## src/sv/spq_pkg.sv

```systemverilog
package spq_pkg;

    localparam int QUEUE_DEPTH_DEF = 16;
    localparam int COUNT_W         = 5;

    localparam logic [1:0] OP_INSERT = 2'd0;
    localparam logic [1:0] OP_REMOVE = 2'd1;
    localparam logic [1:0] OP_CHANGE = 2'd2;
    localparam logic [1:0] OP_CLEAR  = 2'd3;

    localparam logic [1:0] ST_OK        = 2'd0;
    localparam logic [1:0] ST_EMPTY     = 2'd1;
    localparam logic [1:0] ST_NOT_FOUND = 2'd2;
    localparam logic [1:0] ST_FULL      = 2'd3;

    localparam logic [1:0] CELL_HOLD   = 2'd0;
    localparam logic [1:0] CELL_INSERT = 2'd1;
    localparam logic [1:0] CELL_DROP   = 2'd2;

    typedef struct packed {
        logic [1:0]  opcode;
        logic [15:0] entry_id;
        logic [15:0] entry_priority;
    } spq_in_t;

    typedef struct packed {
        logic [1:0]         status;
        logic [15:0]        removed_id;
        logic [15:0]        front_id;
        logic [15:0]        front_priority;
        logic               is_empty;
        logic [COUNT_W-1:0] entry_count;
    } spq_out_t;

    typedef struct packed {
        logic [1:0]  op;
        logic [15:0] key_id;
        logic [15:0] key_prio;
        logic        lt_front;
        logic        match_en;
    } spq_cmd_t;

endpackage

```

## src/sv/spq_cell.sv

```systemverilog
module spq_cell import spq_pkg::*; #(
    parameter int IDX   = 0,
    parameter int OCC_W = 5
) (
    input  logic             aclk,
    input  spq_cmd_t         cmd,
    input  logic [OCC_W-1:0] occ,
    input  logic [15:0]      prev_id,
    input  logic [15:0]      prev_prio,
    input  logic             prev_ins,
    input  logic [15:0]      next_id,
    input  logic [15:0]      next_prio,
    input  logic             hit_in,
    output logic [15:0]      id,
    output logic [15:0]      prio,
    output logic             ins_after,
    output logic             hit_out
);

    localparam bit IS_HEAD = (IDX == 0);

    logic [15:0] id_reg, id_next;
    logic [15:0] prio_reg, prio_next;
    logic        held;

    assign held    = occ > OCC_W'(IDX);
    assign hit_out = hit_in || (cmd.match_en && held && id_reg == cmd.key_id);
    assign ins_after = IS_HEAD ? cmd.lt_front
                               : (cmd.lt_front || !held || prio_reg >= cmd.key_prio);

    always_comb begin
        id_next   = id_reg;
        prio_next = prio_reg;
        unique case (cmd.op)
            CELL_INSERT: begin
                if (ins_after) begin
                    id_next   = prev_ins ? prev_id   : cmd.key_id;
                    prio_next = prev_ins ? prev_prio : cmd.key_prio;
                end
            end
            CELL_DROP: begin
                if (hit_out) begin
                    id_next   = next_id;
                    prio_next = next_prio;
                end
            end
            default: begin
            end
        endcase
    end

    always_ff @(posedge aclk) begin
        id_reg   <= id_next;
        prio_reg <= prio_next;
    end

    assign id   = id_reg;
    assign prio = prio_reg;

endmodule

```

## src/sv/sorted_priority_queue.sv

```systemverilog
// Sorted priority queue of (id, priority) entries, lowest priority at the front.
// s_ channel: one operation per beat (insert, remove front, change priority,
// clear). m_ channel: one result beat per operation, in order, giving status,
// removed id, front entry, empty flag and count after the operation.
// Entries sit in a row of cells; all cells compare against the key and shift
// towards or away from the front in the same cycle.
// Insert, remove and clear commit at the accepting edge; their result is then
// registered in the output register, or in the skid register while the
// receiver stalls. A priority change drops the entry, then reinserts it in the
// ST_REINS state. A new operation waits until the last result is registered.
// Reset empties the queue and drops any pending result; no clearing pass.
// When the receiver stalls, one result waits in the output register and a
// second in a skid register; s_ready then stays low until the skid drains.
module sorted_priority_queue import spq_pkg::*; #(
    parameter int QUEUE_DEPTH = QUEUE_DEPTH_DEF
) (
    input  logic     aclk,
    input  logic     aresetn,
    input  logic     s_valid,
    output logic     s_ready,
    input  spq_in_t  s_data,
    output logic     m_valid,
    input  logic     m_ready,
    output spq_out_t m_data
);

    localparam int OCC_W = $clog2(QUEUE_DEPTH + 1);

    localparam logic ST_IDLE  = 1'b0;
    localparam logic ST_REINS = 1'b1;

    logic state_reg, state_next;
    logic [OCC_W-1:0] occ_reg, occ_next;
    logic [15:0] key_id_reg, key_prio_reg;
    logic rep_valid_reg, rep_valid_next;
    logic [1:0] rep_status_reg, rep_status_next;
    logic [15:0] rep_removed_reg, rep_removed_next;
    logic m_valid_reg, skid_valid_reg;
    spq_out_t m_data_reg, skid_reg, result;

    logic accept, found, m_pop;
    logic [15:0] key_id, key_prio;
    logic [31:0] occ_wide;
    spq_cmd_t cmd;

    logic [15:0] cell_id [QUEUE_DEPTH];
    logic [15:0] cell_prio [QUEUE_DEPTH];
    logic        cell_ins [QUEUE_DEPTH];
    logic        cell_hit [QUEUE_DEPTH];
    logic        hit_head;

    assign s_ready = (state_reg == ST_IDLE) && !rep_valid_reg && !skid_valid_reg;
    assign accept  = s_valid && s_ready;
    assign found   = cell_hit[QUEUE_DEPTH-1];

    assign key_id   = (state_reg == ST_REINS) ? key_id_reg   : s_data.entry_id;
    assign key_prio = (state_reg == ST_REINS) ? key_prio_reg : s_data.entry_priority;

    // cell row command
    always_comb begin
        cmd.op       = CELL_HOLD;
        cmd.key_id   = key_id;
        cmd.key_prio = key_prio;
        cmd.lt_front = (occ_reg == '0) || (key_prio < cell_prio[0]);
        cmd.match_en = 1'b0;
        hit_head     = 1'b0;
        if (state_reg == ST_REINS) begin
            cmd.op = CELL_INSERT;
        end else if (accept) begin
            unique case (s_data.opcode)
                OP_INSERT: begin
                    if (occ_reg != OCC_W'(QUEUE_DEPTH)) begin
                        cmd.op = CELL_INSERT;
                    end
                end
                OP_REMOVE: begin
                    if (occ_reg != '0) begin
                        cmd.op   = CELL_DROP;
                        hit_head = 1'b1;
                    end
                end
                OP_CHANGE: begin
                    cmd.op       = CELL_DROP;
                    cmd.match_en = 1'b1;
                end
                OP_CLEAR: begin
                end
                default: begin
                end
            endcase
        end
    end

    always_comb begin
        state_next       = state_reg;
        occ_next         = occ_reg;
        rep_valid_next   = 1'b0;
        rep_status_next  = rep_status_reg;
        rep_removed_next = rep_removed_reg;
        if (state_reg == ST_REINS) begin
            occ_next        = occ_reg + 1'b1;
            state_next      = ST_IDLE;
            rep_valid_next  = 1'b1;
            rep_status_next = ST_OK;
            rep_removed_next = '0;
        end else if (accept) begin
            rep_status_next  = ST_OK;
            rep_removed_next = '0;
            rep_valid_next   = 1'b1;
            unique case (s_data.opcode)
                OP_INSERT: begin
                    if (occ_reg == OCC_W'(QUEUE_DEPTH)) begin
                        rep_status_next = ST_FULL;
                    end else begin
                        occ_next = occ_reg + 1'b1;
                    end
                end
                OP_REMOVE: begin
                    if (occ_reg == '0) begin
                        rep_status_next = ST_EMPTY;
                    end else begin
                        rep_removed_next = cell_id[0];
                        occ_next         = occ_reg - 1'b1;
                    end
                end
                OP_CHANGE: begin
                    if (found) begin
                        occ_next       = occ_reg - 1'b1;
                        state_next     = ST_REINS;
                        rep_valid_next = 1'b0;
                    end else begin
                        rep_status_next = ST_NOT_FOUND;
                    end
                end
                OP_CLEAR: begin
                    occ_next = '0;
                end
                default: begin
                end
            endcase
        end
    end

    for (genvar i = 0; i < QUEUE_DEPTH; i++) begin : g_cell
        spq_cell #(
            .IDX   (i),
            .OCC_W (OCC_W)
        ) u_cell (
            .aclk      (aclk),
            .cmd       (cmd),
            .occ       (occ_reg),
            .prev_id   ((i == 0) ? key_id   : cell_id[(i == 0) ? 0 : i-1]),
            .prev_prio ((i == 0) ? key_prio : cell_prio[(i == 0) ? 0 : i-1]),
            .prev_ins  ((i == 0) ? 1'b0     : cell_ins[(i == 0) ? 0 : i-1]),
            .next_id   (cell_id[(i == QUEUE_DEPTH-1) ? i : i+1]),
            .next_prio (cell_prio[(i == QUEUE_DEPTH-1) ? i : i+1]),
            .hit_in    ((i == 0) ? hit_head : cell_hit[(i == 0) ? 0 : i-1]),
            .id        (cell_id[i]),
            .prio      (cell_prio[i]),
            .ins_after (cell_ins[i]),
            .hit_out   (cell_hit[i])
        );
    end

    assign occ_wide = 32'(occ_reg);

    always_comb begin
        result.status         = rep_status_reg;
        result.removed_id     = rep_removed_reg;
        result.front_id       = (occ_reg != '0) ? cell_id[0]   : '0;
        result.front_priority = (occ_reg != '0) ? cell_prio[0] : '0;
        result.is_empty       = (occ_reg == '0);
        result.entry_count    = occ_wide[COUNT_W-1:0];
    end

    assign m_pop = m_valid_reg && m_ready;

    always_ff @(posedge aclk) begin
        if (!aresetn) begin
            state_reg      <= ST_IDLE;
            occ_reg        <= '0;
            rep_valid_reg  <= 1'b0;
            m_valid_reg    <= 1'b0;
            skid_valid_reg <= 1'b0;
        end else begin
            state_reg     <= state_next;
            occ_reg       <= occ_next;
            rep_valid_reg <= rep_valid_next;
            // a new result only arrives while the skid is empty
            if (rep_valid_reg) begin
                if (!m_valid_reg || m_pop) begin
                    m_data_reg  <= result;
                    m_valid_reg <= 1'b1;
                end else begin
                    skid_reg       <= result;
                    skid_valid_reg <= 1'b1;
                end
            end else if (m_pop) begin
                if (skid_valid_reg) begin
                    m_data_reg     <= skid_reg;
                    skid_valid_reg <= 1'b0;
                end else begin
                    m_valid_reg <= 1'b0;
                end
            end
        end
    end

    always_ff @(posedge aclk) begin
        rep_status_reg  <= rep_status_next;
        rep_removed_reg <= rep_removed_next;
        if (accept) begin
            key_id_reg   <= s_data.entry_id;
            key_prio_reg <= s_data.entry_priority;
        end
    end

    assign m_valid = m_valid_reg;
    assign m_data  = m_data_reg;

    a_occ_bound: assert property (@(posedge aclk) disable iff (!aresetn)
        occ_reg <= OCC_W'(QUEUE_DEPTH))
        else $error("occupancy beyond depth");

    a_reins_follows_change: assert property (@(posedge aclk) disable iff (!aresetn)
        accept && s_data.opcode == OP_CHANGE && found |=> state_reg == ST_REINS)
        else $error("change without reinsert");

    a_report_skid_free: assert property (@(posedge aclk) disable iff (!aresetn)
        rep_valid_reg |-> !skid_valid_reg)
        else $error("result with no room");

    a_insert_count: assert property (@(posedge aclk) disable iff (!aresetn)
        accept && s_data.opcode == OP_INSERT && occ_reg != OCC_W'(QUEUE_DEPTH)
        |=> occ_reg == $past(occ_reg) + 1'b1)
        else $error("insert count mismatch");

endmodule

```

## config.mk

```make
export PLATFORM = sky130hd
export DESIGN_NAME = sorted_priority_queue
export DESIGN_NICKNAME = d
export VERILOG_FILES = /design/src/sv/spq_pkg.sv /design/src/sv/spq_cell.sv /design/src/sv/sorted_priority_queue.sv
export SDC_FILE = /design/constraint.sdc
export NUM_CORES = 2
export LEC_CHECK = 0
export ABC_AREA = 1
export BUFFER_PORTS_ARGS = -buffer_cell sky130_fd_sc_hd__buf_2
export CAP_MARGIN = 20
export CORE_MARGIN = 2
export CORE_UTILIZATION = 65
export DETAILED_ROUTE_END_ITERATION = 8
export PLACE_DENSITY = 0.82
export SLEW_MARGIN = 5
export SYNTH_ARGS = -nofsm -noshare
export SYNTH_HDL_FRONTEND = slang
export SYNTH_SLANG_ARGS = --single-unit
```

## constraint.sdc

```tcl
create_clock -name aclk -period 26.9 [get_ports aclk]
set_clock_uncertainty 0.1 [all_clocks]
set_input_delay 0 -clock aclk [delete_from_list [all_inputs] [get_ports aclk]]
set_output_delay 0 -clock aclk [all_outputs]
set_load 0.1 [all_outputs]
```

Word level (Yosys, flattened, before mapping)
Index checks and enable logic that the tools add are counted.
- memories kept: 0
- flip-flop bits (word level): 683
- input port bits: 38
- memory bits (writable): 0
- output and inout port bits: 58
- bits in read-only memories: 0
- logic and storage cells: 446
- bits in latches: 0
- $lt $le $gt $ge: 32
- reductions and logical operators: 131
- divide/modulo/power cells: 0
- shifts and indexed selects: 0
- bitwise gates (word level): 5
- add/subtract/negate cells: 2
- multipliers: 0
- multiplexer cells: 164
- equal/unequal tests: 59
- operator list (cell ; number):
    $mux W16 ; 96
    $pmux W16 S2 ; 30
    $eq A16 B16 Y1 ; 16
    $ge A16 B16 Y1 ; 15
    $mux W56 ; 4
    $ne A2 B1 Y1 const B ; 31
    $reduce_and A3 Y1 ; 17
    $logic_or A1 B1 Y1 ; 48
    $gt A5 B4 Y1 const B ; 8
    $logic_and A1 B1 Y1 ; 36
    $mux W5 ; 5
    $mux W1 ; 21
    $gt A5 B3 Y1 const B ; 4
    $pmux W5 S4 ; 1
    $logic_not A1 Y1 ; 18
    $lt A16 B16 Y1 ; 1
    $pmux W2 S3 ; 2
    $gt A5 B1 Y1 const B ; 2
    $gt A5 B2 Y1 const B ; 2
    $mux W2 ; 5
    $ne A3 B3 Y1 const B ; 3
    $reduce_and A4 Y1 ; 2
    $reduce_bool A2 Y1 ; 4
    $eq A2 B2 Y1 const B ; 3
    12 further kinds ; 19

Longest topological paths before layout
- depth after elaboration: 28
- gate-level depth with buffers: 22
- mapped depth without buffers: 20

Hierarchy
A second synthesis with hierarchy kept.
- cell total of the unflattened synthesis: 5677
- area total of the unflattened synthesis: 46273.1 um^2
- by module, submodules not included (module ; sequential area each (um^2) ; cells each ; area an instance (um^2) ; instances):
    sorted_priority_queue ; 4864.7 ; 713 ; 7424.6 ; 1
    spq_cell (g_cell[12].u_cell) ; 960.9 ; 315 ; 2464.9 ; 1
    spq_cell (g_cell[10].u_cell) ; 960.9 ; 318 ; 2463.6 ; 1
    spq_cell (g_cell[4].u_cell) ; 960.9 ; 313 ; 2461.1 ; 1
    spq_cell (g_cell[5].u_cell) ; 960.9 ; 316 ; 2461.1 ; 1
    spq_cell (g_cell[8].u_cell) ; 960.9 ; 318 ; 2461.1 ; 1
    spq_cell (g_cell[13].u_cell) ; 960.9 ; 315 ; 2459.9 ; 1
    spq_cell (g_cell[6].u_cell) ; 960.9 ; 315 ; 2458.6 ; 1
    spq_cell (g_cell[9].u_cell) ; 960.9 ; 313 ; 2449.8 ; 1
    spq_cell (g_cell[14].u_cell) ; 960.9 ; 314 ; 2448.6 ; 1
    spq_cell (g_cell[1].u_cell) ; 960.9 ; 317 ; 2447.3 ; 1
    spq_cell (g_cell[11].u_cell) ; 960.9 ; 309 ; 2444.8 ; 1
    spq_cell (g_cell[2].u_cell) ; 960.9 ; 311 ; 2443.6 ; 1
    spq_cell (g_cell[3].u_cell) ; 960.9 ; 303 ; 2442.3 ; 1
    +3 rows ; - ; - ; - ; -

Worst setup path after synthesis
Ideal clock, no wire load.
- path kind: register to register
- start: register m_valid_reg, in the netlist m_valid
- end: register m_data_reg, in the netlist m_data[0] (enable)
- slack: 16.134 ns
- setup time: 0.769 ns
- arrival: 9.897 ns
- clock period less this slack: 10.766 ns
- data required time: 26.031 ns
- stages on the path, launching flop included: 3
- buffers on the path: 0
- cells stage by stage: dfxtp_1 -> a21oi_1 -> a2111oi_0
- cells in the longest elaborated chain, start to end: 4
- elaborated cells on any way between the ends: 6
- classes of those cells: 1 x eq/ne; 5 x reduce/logical
- ends and longest elaborated chain (what ; RTL line ; text):
    from (decl) ; sorted_priority_queue.sv:38 ; logic m_valid_reg, skid_valid_reg;
    from (signal assigned) ; sorted_priority_queue.sv:183 ; m_valid_reg <= 1'b0;
    from (signal assigned) ; sorted_priority_queue.sv:193 ; m_valid_reg <= 1'b1;
    from (signal assigned) ; sorted_priority_queue.sv:203 ; m_valid_reg <= 1'b0;
    $logic_not A1 Y1 / $logic_and A1 B1 Y1 (equally long branches) ; sorted_priority_queue.sv:191, sorted_priority_queue.sv:176 ;
    $logic_or A1 B1 Y1 ; sorted_priority_queue.sv:191 ; if (!m_valid_reg || m_pop) begin
    $ne A2 B1 Y1 (no source line) ; - ;
    $reduce_and A4 Y1 (no source line) * ; - ;
    to (signal assigned) ; sorted_priority_queue.sv:192 ; m_data_reg <= result;
    to (signal assigned) ; sorted_priority_queue.sv:200 ; m_data_reg <= skid_reg;
    to (decl) ; sorted_priority_queue.sv:39 ; spq_out_t m_data_reg, skid_reg, result;
Mark *: on every way between the ends. The rest lies on a longest branch, timed or not.
A chain may end at the register's enable or synchronous reset.

Final worst setup path
- start: register state_reg
- end: register g_cell[11].u_cell.id_reg[6] (data pin)
- cells in the longest elaborated chain, start to end: 8
- elaborated cells on any way between the ends: 18
- classes of those cells: 2 x order compare; 2 x eq/ne; 7 x mux; 1 x bitwise; 6 x reduce/logical
- ends and longest elaborated chain (what ; RTL line ; text):
    from (decl) ; sorted_priority_queue.sv:32 ; logic state_reg, state_next;
    from (signal assigned) ; sorted_priority_queue.sv:186 ; state_reg <= state_next;
    $mux W16 / $not A1 Y1 (equally long branches) ; sorted_priority_queue.sv:57, sorted_priority_queue.sv:52 ;
    $lt A16 B16 Y1 / $logic_and A1 B1 Y1 (equally long branches) ; sorted_priority_queue.sv:64, sorted_priority_queue.sv:52 ;
    $logic_or A1 B1 Y1 / $logic_and A1 B1 Y1 (equally long branches) ; sorted_priority_queue.sv:64, sorted_priority_queue.sv:52 ;
    $logic_or A1 B1 Y1 / $logic_and A1 B1 Y1 (equally long branches) ; spq_cell.sv:29, sorted_priority_queue.sv:53 ;
    $logic_or A1 B1 Y1 / $mux W2 (equally long branches) ; spq_cell.sv:29, sorted_priority_queue.sv:69 ;
    $mux W16 / $mux W2 (equally long branches) ; spq_cell.sv:37, sorted_priority_queue.sv:67 ;
    $mux W16, or another cell as far along ; spq_cell.sv:36 ; if (ins_after) begin
    $pmux W16 S2 * ; spq_cell.sv:34 ; unique case (cmd.op)
    net g_cell[11].u_cell.id_next[6] ; spq_cell.sv:22 ; logic [15:0] id_reg, id_next;
    to (signal assigned) ; spq_cell.sv:53 ; id_reg <= id_next;
    to (decl) ; spq_cell.sv:22 ;
Mark *: on every way through the listed nets, which the timed path passes. The rest lies on a longest branch. The select of a mux whose other input is x is not followed.

==> implementation parameters <==
Parameter                              Value

Global routing
  Pin count of the biggest net entering global routing ... 169
  Global-route wire length before repair ... 203 mm
  All-Layer GR Usage ... 38.5%
  Number of antenna violations at the first check in global routing ... 1
  Via count of the first global-routing pass ... 35,093
  Remaining global-route overflow ... 0

Worst hold path
  Number of cells traversed by the worst hold path ... 2
  Type of the most critical hold path ... input pin to flop
  Start point of the worst min-delay path ... s_data[19]
  Endpoint with the worst hold slack ... key_id_reg[3]

Die
  Die span in x ... 261 um
  Effective utilization at floorplan ... 65.5%
  Die footprint ... 68,100 um2
  IO Count ... 96
  Vertical die dimension ... 261 um
  Core area ... 65,500 um2
  Rows ... 94

Setup path
  Endpoint class of the critical path ... flop
  Critical register-to-register path endpoint ... g_cell[11].u_cell.id[6]
  Buffers & Inverters on Critical Path ... 6
  Cell type with the highest occurrence count on the critical path ... sky130_fd_sc_hd__buf_4
  CP Data Required Time ... 27,100 ps
  Peak per-stage delay on the critical path ... 990 ps
  Top fanout value on the critical path ... 168
  Cell-by-cell listing of the critical path ... inv_8, nand3_2, clkinv_1, buf_4, a31oi_1, ha_4, inv_8, buf_4, buf_4, o221ai_1
  Cell type of the slowest stage on the worst timing path ... sky130_fd_sc_hd__buf_4
  R2R Path Start ... state_reg
  Type of element launching the critical path ... flop
  Family with the most delay on the worst path ... buffers and inverters
  CP arrival ... 6240 ps
  Worst setup slack for register-to-register paths ... 20,860 ps
  Number of cells traversed by the worst register-to-register path ... 10
  WS Path Type ... flop to flop

Detailed routing
  Number of search-and-repair iterations in the first detailed-routing pass ... 8
  Overall routed net length ... 133 mm
  Post-DR vias/cell ... 6.58
  Remaining DRCs ... 0
  Number of violations reported at the end of detailed-routing iteration 0 ... 5,916
  Count of vias placed by the detailed router ... 38,011
  Final antenna-violating net count ... 0
  Final routed wire length divided by cell count ... 22.9 um

Clock network
  Setup Buffers After CTS ... 0
  CTS H-Tree Depth ... 3
  Clock slew at the register clock pins of the worst setup and hold paths ... 70 ps
  Number of hold buffers added after CTS ... 42
  Root Buffer ... sky130_fd_sc_hd__clkbuf_16
  Clock latency reported for the late side of the worst-skew pair ... 630 ps
  CTS tree ... done
  TritonCTS buffer count ... 76
  Resize count post-CTS ... 0
  Number of buffers between clock root and the deepest sink ... 3
  Number of sinks on the clock net ... 683

STA
  Hold violation total from the final report ... 0
  Max Transition Viols Final ... 0
  Worst slew slack as a fraction of its limit ... 23.5%
  # setup viols final ... 0
  Unrepaired setup endpoints after global routing ... no
  Highest clock frequency the design can meet ... 166 MHz
  Final period demand of the worst path ... 6040 ps
  Actual transition at the worst max-transition pin ... 1140 ps
  Share of the clock period used by the worst path after layout ... 22.4%
  Setup TNS Final ... 0 ps

Placement
  Detail Placement HPWL ... 90.0 mm
  Final weighted congestion of routability-driven global placement ... 1.04
  Number of instances in the placed design ... 5,599
  Number of buffers inserted by port buffering ... 95
  Instance area after placement ... 43,600 um2

Logic synthesis
  Register area share after synthesis ... 47.2%
  Cell area after synthesis ... 42,900 um2
  Number of distinct library cells after synthesis ... 54
  Synth Area in Adders ... 7.82%
  Top_reg_cell synth ... sky130_fd_sc_hd__edfxtp_1
  Xor/xnor share of the synthesized area ... 2.10%
  Fraction of the mapped netlist area in compound gates ... 13.2%
  Post-synth EDFFs ... 656
  Syn nets ... 5,191
  Simple-gate share of the synthesized area ... 22.7%
  YS warnings ... 0
  Number of instances in the synthesized netlist ... 4,885
  Largest family of logic cells by synthesized area ... simple AND/OR/NAND/NOR gates
  Yosys reg bits ... 683
  Post-synth ARST share ... 0%
  Post-synthesis mux area share ... 0.0262%
  Average size of a mapped cell ... 8.78 um2

Finish
  Nets ... 5,162
  Fraction of layout cells with a size suffix above 1 ... 7.57%
  Final instance area ... 46,300 um2
  Final std cells w/o fill ... 5,778
  Synth-to-Final Area Change ... 7.94%

Power and ir drop
  Reported net switching power ... 0.000977 W
  Leak Pwr ... 19.0 nW
  Proportion of power drawn by flip-flops and latches ... 45.7%
  Largest vdd supply drop ... 0.0000417 V
  Internal power contribution ... 0.00209 W
  Power share of the clock group ... 32.8%
  Combinational power share ... 21.5%
  Net Sw Frac ... 31.9%
  Pwr dens ... 66.1 nW/um2

Outcome
  Status ... complete, no violations

Job
  Total of max-cap violations ... 0
metal layers:
layer / vias up / share of wire [%] / track usage (%)
met5: - / 0 / 0
met4: 0 / 5.1 / 18.1
met3: 419 / 14 / 9.41
met2: 2807 / 43 / 57.7
met1: 17707 / 38 / 53.0
li1: 17078 / - / -
cell usage after synthesis (27+ instances only):
| cell | count | area, um2 |
|---|---|---|
| sky130_fd_sc_hd__a21oi_1 | 188 | 941 |
| sky130_fd_sc_hd__nand4_1 | 40 | 250 |
| sky130_fd_sc_hd__xnor2_1 | 55 | 482 |
| sky130_fd_sc_hd__nor2_1 | 283 | 1060 |
| sky130_fd_sc_hd__nand2_2 | 28 | 175 |
| sky130_fd_sc_hd__edfxtp_1 | 656 | 19700 |
| sky130_fd_sc_hd__clkbuf_1 | 137 | 514 |
| sky130_fd_sc_hd__o21ai_0 | 204 | 1020 |
| sky130_fd_sc_hd__buf_1 | 29 | 109 |
| sky130_fd_sc_hd__buf_2 | 88 | 440 |
| sky130_fd_sc_hd__nor3_1 | 49 | 245 |
| sky130_fd_sc_hd__nand2_1 | 1287 | 4830 |
| sky130_fd_sc_hd__xor2_1 | 48 | 420 |
| sky130_fd_sc_hd__nand3_1 | 507 | 2540 |
| sky130_fd_sc_hd__o211ai_1 | 335 | 2510 |
| sky130_fd_sc_hd__dfxtp_1 | 27 | 541 |
| sky130_fd_sc_hd__o221ai_1 | 50 | 438 |
| sky130_fd_sc_hd__ha_1 | 268 | 3350 |
| sky130_fd_sc_hd__inv_1 | 393 | 1480 |
worst max-delay path by stage:
stage / from / slack, ps / to / depth (start not counted)
6_report: state_reg / 20860 / g_cell[11].u_cell.id[6] / 10
4_1_cts: state_reg / 21050 / g_cell[11].u_cell.id[6] / 10
3_5_place_dp: state_reg / 21090 / g_cell[11].u_cell.id[0] / 10
5_1_grt: state_reg / 20540 / g_cell[11].u_cell.id[10] / 10
2_1_floorplan: m_valid / 16130 / m_data[0] / 2
3_3_place_gp: state_reg / 21190 / g_cell[10].u_cell.id[9] / 10
layout by cell type, fill, tap and decap left out, types with 40 or more instances in the layout:
cell type	count
sky130_fd_sc_hd__nand2_1	1287
sky130_fd_sc_hd__edfxtp_1	656
sky130_fd_sc_hd__nand3_1	505
sky130_fd_sc_hd__inv_1	392
sky130_fd_sc_hd__o211ai_1	335
sky130_fd_sc_hd__nor2_1	274
sky130_fd_sc_hd__ha_1	267
sky130_fd_sc_hd__o21ai_0	188
sky130_fd_sc_hd__a21oi_1	186
sky130_fd_sc_hd__buf_2	95
sky130_fd_sc_hd__clkbuf_16	81
sky130_fd_sc_hd__xnor2_1	55
sky130_fd_sc_hd__buf_4	52
sky130_fd_sc_hd__o221ai_1	50
sky130_fd_sc_hd__xor2_1	48
sky130_fd_sc_hd__nor3_1	47
sky130_fd_sc_hd__dlygate4sd3_1	42
sky130_fd_sc_hd__nand4_1	40
stage by stage:
stage / utilization (%) / hold slack (ps) / worst slack, ps / power, W
after floorplan: - / -1.13 / 16130 / 0.00185
after global placement: 66.4 / 94.3 / 21190 / 0.00201
after detailed placement: 66.5 / 95.1 / 21090 / 0.00204
after CTS: 70.7 / 2.45 / 21050 / 0.00303
after global routing: 70.7 / 25.6 / 20540 / 0.00317
final: 70.7 / 15.7 / 20860 / 0.00306
power groups by stage:
stage / clock network [W] / logic (W) / registers, W
3_5_place_dp: 0 / 0.000627 / 0.00141
4_1_cts: 0.00100 / 0.000636 / 0.00139
3_3_place_gp: 0 / 0.000599 / 0.00142
6_report: 0.00100 / 0.000658 / 0.00140
2_1_floorplan: 0 / 0.000456 / 0.00139
5_1_grt: 0.00104 / 0.000721 / 0.00141
area by class of cell:
type                            instances  area (um2)
Antenna cell                            1        2.50
Clock buffer                          103        2140
Clock inverter                         32         171
Fill cell                            4988       19200
Inverter                              399        1520
Multi-Input combinational cell       3505       19800
Sequential cell                       683       20200
Tap cell                              864        1080
Timing Repair Buffer                  191        1340
logic make-up after synthesis:
group,Yosys count
multiplexers,1
buffers and inverters,697
XOR/XNOR,103
AND/OR/NAND/NOR,2265
AO/OA/AOI/OAI,868
flip-flops,683
adder cells (fa/ha/maj),268
worst reg2reg max path: cells and delay by family, from the launching register on:
family                   cells  cell delay, ps
AO/OA/AOI/OAI                2             640
AND/OR/NAND/NOR              1             490
adder cells (fa/ha/maj)      1             450
buffers and inverters        6            3690
flip-flops                   1             350
Power figures use the tool's default switching activity.
